File: config.mk
export PLATFORM = sky130hd
export DESIGN_NAME = packed_list_table_engine
export DESIGN_NICKNAME = d
export VERILOG_FILES = /design/src/plte_pkg.sv /design/src/packed_list_table_engine.sv /design/src/plte_ram.sv
export VERILOG_INCLUDE_DIRS = /design/src /design/src/src
export SDC_FILE = /design/constraint.sdc
export NUM_CORES = 2
export LEC_CHECK = 0
export BUFFER_PORTS_ARGS = -buffer_cell sky130_fd_sc_hd__buf_2
export CAP_MARGIN = 40
export CORE_MARGIN = 2
export CORE_UTILIZATION = 25
export DETAILED_ROUTE_END_ITERATION = 10
export PLACE_DENSITY = 0.49
export SLEW_MARGIN = 20
export SYNTH_ARGS = -nofsm -noshare
export SYNTH_HDL_FRONTEND = slang
export SYNTH_SLANG_ARGS = --single-unit
File: constraint.sdc
create_clock -name clk -period 12.6 [get_ports clk]
set_input_delay 1.26 -clock clk [delete_from_list [all_inputs] [get_ports clk]]
set_output_delay 1.26 -clock clk [all_outputs]
set_load 0.05 [all_outputs]
File: src/assert_macros.svh
// Assertion macros used by the list engine RTL.
`ifndef ASSERT_MACROS_SVH
`define ASSERT_MACROS_SVH
`ifndef ASSERT_OFF
`define ASSERT_IMPL(label, clk, rst, prop, msg) \
  label: assert property (@(posedge clk) disable iff (rst) (prop)) else $error(msg);
`define ASSERT_NEXT(label, clk, rst, ante, cons, msg) \
  label: assert property (@(posedge clk) disable iff (rst) (ante) |=> (cons)) else $error(msg);
`else
`define ASSERT_IMPL(label, clk, rst, prop, msg)
`define ASSERT_NEXT(label, clk, rst, ante, cons, msg)
`endif
`endif

File: src/plte_pkg.sv
// ----------------------------------------------------------------------------
// plte_pkg
// Types and constants of the packed list table engine.
// ----------------------------------------------------------------------------
package plte_pkg;
  localparam int LIST_CAPACITY = 128;
  localparam int VAL_W = 31;

  typedef enum logic [3:0] {
    ACT_CLEAR     = 4'd0,
    ACT_INS_FIRST = 4'd1,
    ACT_INS_AT    = 4'd2,
    ACT_INS_LAST  = 4'd3,
    ACT_DEL_FIRST = 4'd4,
    ACT_DEL_AT    = 4'd5,
    ACT_DEL_LAST  = 4'd6,
    ACT_SEARCH    = 4'd7,
    ACT_EXTREMES  = 4'd8,
    ACT_SORT      = 4'd9,
    ACT_READ      = 4'd10
  } action_t;

  typedef enum logic [2:0] {
    ST_OK       = 3'd0,
    ST_FULL     = 3'd1,
    ST_EMPTY    = 3'd2,
    ST_BADIDX   = 3'd3,
    ST_NOTFOUND = 3'd4
  } status_t;

  typedef enum logic [3:0] {
    S_IDLE,
    S_SHR_RD,   // insert: read entry i-1
    S_SHR_WR,   // insert: write entry i
    S_SHL_RD,   // delete: read entry i+1
    S_SHL_WR,   // delete: write entry i
    S_SCAN_RD,  // search / extremes / read / delete: issue read
    S_SCAN_CK,  // compare returned data
    S_SRT_RDI,  // sort: read entry i
    S_SRT_RDJ,  // sort: read entry j
    S_SRT_CK,   // compare, maybe write j
    S_SRT_WRI,  // write i after a swap
    S_DONE
  } state_t;
endpackage

File: src/packed_list_table_engine.sv
// ----------------------------------------------------------------------------
// packed_list_table_engine
// Left-packed list in a single-port RAM, driven by a small sequencer.
// ----------------------------------------------------------------------------
// channel  | ports                                          | handshake
// command  | action value position ascending                | start & !busy
// result   | status element_value found_index max/min length| done, 1 cycle
//
// One RAM port is shared by all actions; every step is one RAM access.
// Clear, rejects and no-op actions go straight to done. Insert moves
// entries right down to p by read/write pairs, then writes the value;
// delete reads the element and moves the tail left likewise; search and
// extremes read and compare entry by entry; sort swaps out-of-order i, j.
// Reset clears the count and sequencer only; RAM contents stay undefined.
// The receiver cannot stall; busy stays high until done has been shown.
module packed_list_table_engine #(
  parameter int LIST_CAPACITY = plte_pkg::LIST_CAPACITY
) (
  input  logic        clk,
  input  logic        rst,
  input  logic        start,
  output logic        busy,
  input  logic [3:0]  action,
  input  logic [30:0] value,
  input  logic [7:0]  position,
  input  logic        ascending,
  output logic        done,
  output logic [2:0]  status,
  output logic [30:0] element_value,
  output logic [6:0]  found_index,
  output logic [30:0] max_value,
  output logic [30:0] min_value,
  output logic [7:0]  length
);
`include "assert_macros.svh"
  localparam int AW = $clog2(LIST_CAPACITY);
  localparam int CW = $clog2(LIST_CAPACITY + 1);
  localparam int PW = (CW > 8) ? CW : 8;
  localparam int VW = plte_pkg::VAL_W;

  plte_pkg::state_t state, state_next;
  logic [3:0]  act;
  logic [VW-1:0] val;
  logic        asc;
  logic [CW-1:0] cnt, i, j, tgt;
  logic [VW-1:0] vi, mx, mn, elem;
  logic [2:0]  st;
  logic [CW-1:0] fidx;

  logic          we;
  logic [AW-1:0] addr;
  logic [VW-1:0] wdata, rdata;

  plte_ram #(.WIDTH(VW), .DEPTH(LIST_CAPACITY)) u_ram (
    .clk(clk), .we(we), .addr(addr), .wdata(wdata), .rdata(rdata)
  );

  logic accept;
  logic [PW-1:0] pos_ext, cnt_ext;
  logic swap;
  assign accept  = start && !busy;
  assign busy    = (state != plte_pkg::S_IDLE);
  assign pos_ext = PW'(position);
  assign cnt_ext = PW'(cnt);
  assign swap    = asc ? (vi > rdata) : (vi < rdata);

  // next state
  always_comb begin
    state_next = state;
    case (state)
      plte_pkg::S_IDLE: begin
        if (accept) begin
          state_next = plte_pkg::S_DONE;
          case (plte_pkg::action_t'(action))
            plte_pkg::ACT_INS_FIRST, plte_pkg::ACT_INS_AT, plte_pkg::ACT_INS_LAST:
              if (cnt < CW'(LIST_CAPACITY)) begin
                if (action != plte_pkg::ACT_INS_AT || pos_ext <= cnt_ext) begin
                  state_next = plte_pkg::S_SHR_RD;
                end
              end
            plte_pkg::ACT_DEL_FIRST, plte_pkg::ACT_DEL_AT, plte_pkg::ACT_DEL_LAST:
              if (cnt != '0) begin
                if (action != plte_pkg::ACT_DEL_AT || pos_ext < cnt_ext) begin
                  state_next = plte_pkg::S_SCAN_RD;
                end
              end
            plte_pkg::ACT_SEARCH, plte_pkg::ACT_EXTREMES:
              if (cnt != '0) state_next = plte_pkg::S_SCAN_RD;
            plte_pkg::ACT_READ:
              if (pos_ext < cnt_ext) state_next = plte_pkg::S_SCAN_RD;
            plte_pkg::ACT_SORT:
              if (cnt > CW'(1)) state_next = plte_pkg::S_SRT_RDI;
            default: state_next = plte_pkg::S_DONE;
          endcase
        end
      end
      plte_pkg::S_SHR_RD: state_next = plte_pkg::S_SHR_WR;
      plte_pkg::S_SHR_WR:
        if (i == tgt) state_next = plte_pkg::S_DONE;
        else state_next = plte_pkg::S_SHR_RD;
      plte_pkg::S_SCAN_RD: state_next = plte_pkg::S_SCAN_CK;
      plte_pkg::S_SCAN_CK: begin
        case (plte_pkg::action_t'(act))
          plte_pkg::ACT_SEARCH:
            if (rdata == val || i + CW'(1) >= cnt) state_next = plte_pkg::S_DONE;
            else state_next = plte_pkg::S_SCAN_RD;
          plte_pkg::ACT_EXTREMES:
            if (i + CW'(1) >= cnt) state_next = plte_pkg::S_DONE;
            else state_next = plte_pkg::S_SCAN_RD;
          plte_pkg::ACT_READ: state_next = plte_pkg::S_DONE;
          default:
            // delete: element captured, shift the tail left
            if (i + CW'(1) >= cnt) state_next = plte_pkg::S_DONE;
            else state_next = plte_pkg::S_SHL_RD;
        endcase
      end
      plte_pkg::S_SHL_RD: state_next = plte_pkg::S_SHL_WR;
      plte_pkg::S_SHL_WR:
        if (i + CW'(2) >= cnt) state_next = plte_pkg::S_DONE;
        else state_next = plte_pkg::S_SHL_RD;
      plte_pkg::S_SRT_RDI: state_next = plte_pkg::S_SRT_RDJ;
      plte_pkg::S_SRT_RDJ: state_next = plte_pkg::S_SRT_CK;
      plte_pkg::S_SRT_CK:
        if (swap) state_next = plte_pkg::S_SRT_WRI;
        else if (j + CW'(1) < cnt) state_next = plte_pkg::S_SRT_RDJ;
        else if (i + CW'(2) < cnt) state_next = plte_pkg::S_SRT_RDI;
        else state_next = plte_pkg::S_DONE;
      plte_pkg::S_SRT_WRI:
        if (j + CW'(1) < cnt) state_next = plte_pkg::S_SRT_RDJ;
        else if (i + CW'(2) < cnt) state_next = plte_pkg::S_SRT_RDI;
        else state_next = plte_pkg::S_DONE;
      plte_pkg::S_DONE: state_next = plte_pkg::S_IDLE;
      default: state_next = plte_pkg::S_IDLE;
    endcase
  end

  // RAM port
  always_comb begin
    we    = 1'b0;
    addr  = i[AW-1:0];
    wdata = val;
    case (state)
      plte_pkg::S_SHR_RD: addr = AW'(i - CW'(1));
      plte_pkg::S_SHR_WR: begin
        we    = 1'b1;
        wdata = (i == tgt) ? val : rdata;
      end
      plte_pkg::S_SHL_RD: addr = AW'(i + CW'(1));
      plte_pkg::S_SHL_WR: begin
        we    = 1'b1;
        wdata = rdata;
      end
      plte_pkg::S_SRT_RDJ: addr = j[AW-1:0];
      plte_pkg::S_SRT_CK: begin
        addr  = j[AW-1:0];
        we    = swap;
        wdata = vi;
      end
      plte_pkg::S_SRT_WRI: begin
        we    = 1'b1;
        wdata = vi;
      end
      default: ;
    endcase
  end

  always_ff @(posedge clk) begin
    if (rst) begin
      state <= plte_pkg::S_IDLE;
      cnt   <= '0;
    end else begin
      state <= state_next;
      case (state)
        plte_pkg::S_IDLE:
          if (accept) begin
            act  <= action;
            val  <= value;
            asc  <= ascending;
            st   <= plte_pkg::ST_OK;
            elem <= '0;
            fidx <= '0;
            mx   <= '0;
            mn   <= '0;
            i    <= '0;
            case (plte_pkg::action_t'(action))
              plte_pkg::ACT_CLEAR: cnt <= '0;
              plte_pkg::ACT_INS_FIRST, plte_pkg::ACT_INS_AT, plte_pkg::ACT_INS_LAST: begin
                i <= cnt;
                tgt <= (action == plte_pkg::ACT_INS_FIRST) ? '0 :
                       (action == plte_pkg::ACT_INS_LAST) ? cnt : CW'(pos_ext);
                if (cnt >= CW'(LIST_CAPACITY)) st <= plte_pkg::ST_FULL;
                else if (action == plte_pkg::ACT_INS_AT && pos_ext > cnt_ext)
                  st <= plte_pkg::ST_BADIDX;
              end
              plte_pkg::ACT_DEL_FIRST, plte_pkg::ACT_DEL_AT, plte_pkg::ACT_DEL_LAST: begin
                i <= (action == plte_pkg::ACT_DEL_FIRST) ? '0 :
                     (action == plte_pkg::ACT_DEL_LAST) ? cnt - CW'(1) : CW'(pos_ext);
                if (cnt == '0) st <= plte_pkg::ST_EMPTY;
                else if (action == plte_pkg::ACT_DEL_AT && pos_ext >= cnt_ext)
                  st <= plte_pkg::ST_BADIDX;
              end
              plte_pkg::ACT_SEARCH: if (cnt == '0) st <= plte_pkg::ST_NOTFOUND;
              plte_pkg::ACT_EXTREMES: if (cnt == '0) st <= plte_pkg::ST_EMPTY;
              plte_pkg::ACT_READ: begin
                i <= CW'(pos_ext);
                if (pos_ext >= cnt_ext) st <= plte_pkg::ST_BADIDX;
              end
              default: ;
            endcase
          end
        plte_pkg::S_SHR_WR:
          if (i == tgt) cnt <= cnt + CW'(1);
          else i <= i - CW'(1);
        plte_pkg::S_SCAN_CK: begin
          case (plte_pkg::action_t'(act))
            plte_pkg::ACT_SEARCH:
              if (rdata == val) fidx <= i;
              else if (i + CW'(1) >= cnt) st <= plte_pkg::ST_NOTFOUND;
            plte_pkg::ACT_EXTREMES: begin
              if (i == '0 || rdata > mx) mx <= rdata;
              if (i == '0 || rdata < mn) mn <= rdata;
            end
            plte_pkg::ACT_READ: elem <= rdata;
            default: begin
              elem <= rdata;
              if (i + CW'(1) >= cnt) cnt <= cnt - CW'(1);
            end
          endcase
          if (act != plte_pkg::ACT_READ && act != plte_pkg::ACT_DEL_FIRST &&
              act != plte_pkg::ACT_DEL_AT && act != plte_pkg::ACT_DEL_LAST)
            i <= i + CW'(1);
        end
        plte_pkg::S_SHL_WR: begin
          i <= i + CW'(1);
          if (i + CW'(2) >= cnt) cnt <= cnt - CW'(1);
        end
        plte_pkg::S_SRT_RDI: j <= i + CW'(1);
        plte_pkg::S_SRT_RDJ: if (j == i + CW'(1)) vi <= rdata;
        plte_pkg::S_SRT_CK: begin
          if (swap) vi <= rdata;
          if (!swap) begin
            if (j + CW'(1) < cnt) j <= j + CW'(1);
            else i <= i + CW'(1);
          end
        end
        plte_pkg::S_SRT_WRI:
          if (j + CW'(1) < cnt) j <= j + CW'(1);
          else i <= i + CW'(1);
        default: ;
      endcase
    end
  end

  assign done          = (state == plte_pkg::S_DONE);
  assign status        = st;
  assign element_value = elem;
  assign found_index   = 7'(fidx);
  assign max_value     = mx;
  assign min_value     = mn;
  assign length        = 8'(cnt);

  `ASSERT_IMPL(a_cnt_range, clk, rst, cnt <= CW'(LIST_CAPACITY), "count above capacity")
  `ASSERT_NEXT(a_done_idle, clk, rst, done, !busy, "done not followed by idle")
  `ASSERT_NEXT(a_accept_busy, clk, rst, accept, busy, "accepted item left block idle")
  `ASSERT_IMPL(a_we_busy, clk, rst, !we || busy, "RAM write while idle")
endmodule

File: src/plte_ram.sv
// ----------------------------------------------------------------------------
// plte_ram
// Generic single-port RAM with registered read.
// ----------------------------------------------------------------------------
module plte_ram #(
  parameter int WIDTH = 31,
  parameter int DEPTH = 128
) (
  input  logic                     clk,
  input  logic                     we,
  input  logic [$clog2(DEPTH)-1:0] addr,
  input  logic [WIDTH-1:0]         wdata,
  output logic [WIDTH-1:0]         rdata
);
  logic [WIDTH-1:0] mem [DEPTH];

  always_ff @(posedge clk) begin
    if (we) begin
      mem[addr] <= wdata;
    end
    rdata <= mem[addr];
  end
endmodule

==> results.md <==
- Port bufs: 159
- Die width: 827 um
- Routed via count: 111000
- Min-Delay Path Depth: 1
- Leading area contributor after synthesis: edfxtp_1
- Slowest stage delay, CP: 0.84 ns
- Cts hold-fix bufs: 0
- Die outline height: 827 um
- Setup tns final: 0 ns
- # DRC: 0
- Row count: slightly above 300
- Number of synthesized flops with an enable pin: 4162
- Total GRT Usage: around 18%
- Core area: 0.675 sq mm
- Netlist cell types: 99
- Antenna Nets Post-Route: 0
- Tmin final: between 6 and 7 ns
- Critical path fanouts, max: 103
- Share of cells above drive strength 1: about an eighth
- Vias/cell: approximately 5.2
- Post-Synthesis Cells: 11700
- Hold Path Class: primary input to flop
- Worst-Skew Late Latency: 1.03 ns
- Starting Density: 25.1%
- Worst-margin pin slew: 1.06 ns
- Buf+Inv Stages, Crit Path: 5
- CP Class: flop to flop
- #FFs+latches synth: 4205
- Setup violators final: 0
- Critical path, cell by cell: inv_1, ha_1, xnor2_1, o32a_2, nand2_8, buf_12, buf_4, buf_4, a311oi_1, a311oi_1, nor4_1, a22oi_1, buf_4, or3b_1
- Post-synthesis sequential area ratio: 74.4%
- Net Count, Synth: ~12000
- Crit path max-delay cell type: edfxtp_1
- TritonCTS Buffers: 447
- Initial drt markers: 15200
- Yosys top cell area share: between 70% and 80%
- Max Fclk: 152 MHz
- R2r startpoint: i[0]$_DFFE_PP_
- Die area: 0.683 sq mm
- Critical path endpoint category: flop
- Clk sinks: 4205
- Clock Path Buffers: 4
- Global route overflow: 0
- Largest cells by area after synthesis: edfxtp_1 74%, nand2_1 4.9%, a211oi_1 2.5%
- Final Slew Violations: 0
- Min-Delay Endpoint: val[12]$_DFFE_PP_
- Top delay family on crit path: buffers and inverters
- R2R setup slack: 6.02 ns
- H-tree depth: 5
- Mean Syn Cell Area: between 10 and 15 sq um
- IO Count: 160
- Drt pass-1 iters: 7
- DP Wirelength: approximately 360 mm
- Vias in the first global route: 103000
- Post-synth top cells: 4162 x edfxtp_1, 2189 x nand2_1, 725 x nand3_1
- Setup Buffers After CTS: 0
- Cell area after synthesis: between 0.15 and 0.2 sq mm
- Layout Skew: 0.0734 ns
- End of the worst register-to-register path: u_ram.rdata[27]$_DFF_P_
- Post-synth ARST share: 0%
- Final period util: roughly 52%
- Routability cong.: 0.848
- CP most frequent cell: buf_4
- CTS tree: yes
- Synth Flop Type: edfxtp_1
- WL per Instance: 29.5 um
- Nets@finish: 12200
- Hold_sp: value[12]
- Worst reg2reg path depth: 14
- Most common cell in the netlist: edfxtp_1
- Startpoint types: flop
- Final Hold Viols: 0
- First-pass GRT wire length: 864 mm
- Slew margin rel.: 29.3%
- Clock transition at path regs: 0.06 ns
- Post-CTS sizing: 0
- Initial antenna violation count: 55
- Data arrival, critical path: 7.48 ns
- Final core occ: between 20% and 30%
- Max-Cap Viols: 0
- Layout Area Growth over Synthesis: 17.3%
- Unrepaired setup endpoints after global routing: no
- Critical Path RT: between 10 and 15 ns
- Status: completed
- Yosys warns: 0
- Largest net degree at the start of global routing: 144
- Post-Route WL: between 600 and 700 mm
- Root buffer cell: clkbuf_16
[cell type report]
class / instances / area [sq um]
clock buffer: 561 / 11800
inverter: 149 / 639
fill: 67500 / 477000
multi-input combinational: 6517 / 40800
timing repair buffer: 715 / 5980
antenna: 24 / 60.1
tap: 8968 / 11200
sequential: 4205 / 126000
clock inverter: 249 / 2280
[layer usage]
| metal | global-route usage [%] | routed length [um] | up-vias |
|---|---|---|---|
| met5 | 0 | 55 | - |
| li1 | - | - | 46300 |
| met4 | 6.06 | 24400 | 8 |
| met3 | 3.37 | 59100 | 879 |
| met2 | 27.3 | 282000 | 5654 |
| met1 | 24.8 | 266000 | 57900 |
[worst max path at each step]
stage                     depth (start not counted)                          to            from  slack [ns]
after floorplan                                  10  u_ram.mem[66][0]$_DFFE_PP_  i[0]$_DFFE_PP_        7.01
after global placement                           12     u_ram.rdata[11]$_DFF_P_  i[0]$_DFFE_PP_        4.76
after detailed placement                         14     u_ram.rdata[27]$_DFF_P_  i[0]$_DFFE_PP_        6.09
after CTS                                        14     u_ram.rdata[27]$_DFF_P_  i[0]$_DFFE_PP_        6.04
after global routing                             14     u_ram.rdata[27]$_DFF_P_  i[0]$_DFFE_PP_        5.79
final                                            14     u_ram.rdata[27]$_DFF_P_  i[0]$_DFFE_PP_        6.02
[sequential cells by signal (all words and copies together) (netlist names), 31 cells and up]
register	cells
max_value	31
u_ram.mem	3968
vi	31
element_value	31
val	31
u_ram.rdata	31
min_value	31
[stage by stage]
step / std cells / hold slack [ns] / worst slack (ns) / instance area (sq um)
floorplan: 11700 / 0.512 / 7.01 / 169000
global placement: 20500 / 0.557 / 4.76 / 183000
detailed placement: 20500 / 0.557 / 6.09 / 184000
CTS: 21300 / 0.342 / 6.04 / 198000
global route: 21400 / 0.378 / 5.79 / 198000
finish: 21400 / 0.417 / 6.02 / 199000
[cells by family (layout without fill, tap and decap cells)]
logic type / Yosys count / count (layout) / synth area share (%)
other: 0 / 24 / 0
buffers and inverters: 998 / 1674 / 2.77
adder cells (fa/ha/maj): 134 / 134 / 0.991
AND/OR/NAND/NOR: 3710 / 3710 / 9.79
flip-flops: 4205 / 4205 / 74.4
AO/OA/AOI/OAI: 2314 / 2314 / 9.99
XOR/XNOR: 75 / 75 / 0.388
multiplexers: 284 / 284 / 1.70
[layout by cell type, fill, tap and decap left out, types with 29 or more instances in the layout]
cell type / instances
edfxtp_1: 4162
nand2_1: 2176
nand3_1: 724
buf_4: 458
clkbuf_16: 449
a211oi_1: 437
and3_1: 407
a311oi_1: 305
a31oi_1: 272
mux2i_1: 272
a21oi_1: 263
buf_2: 179
o21ai_0: 163
ha_1: 134
nor2_1: 130
a211oi_4: 130
inv_1: 118
a22oi_1: 113
a222oi_1: 106
clkbuf_1: 101
clkinv_1: 97
o22ai_1: 96
clkinv_2: 75
a221oi_1: 72
xnor2_1: 63
nand4_1: 62
a22o_1: 52
a21o_1: 43
dfxtp_1: 43
nor4_1: 40
o221ai_1: 40
nor3_1: 35
buf_12: 31
inv_4: 30
bufinv_16: 30
buf_16: 29
Power is left out: the tool's default activity adds up to more than one toggle a clock period on the data nets, which glitch-free logic cannot reach.
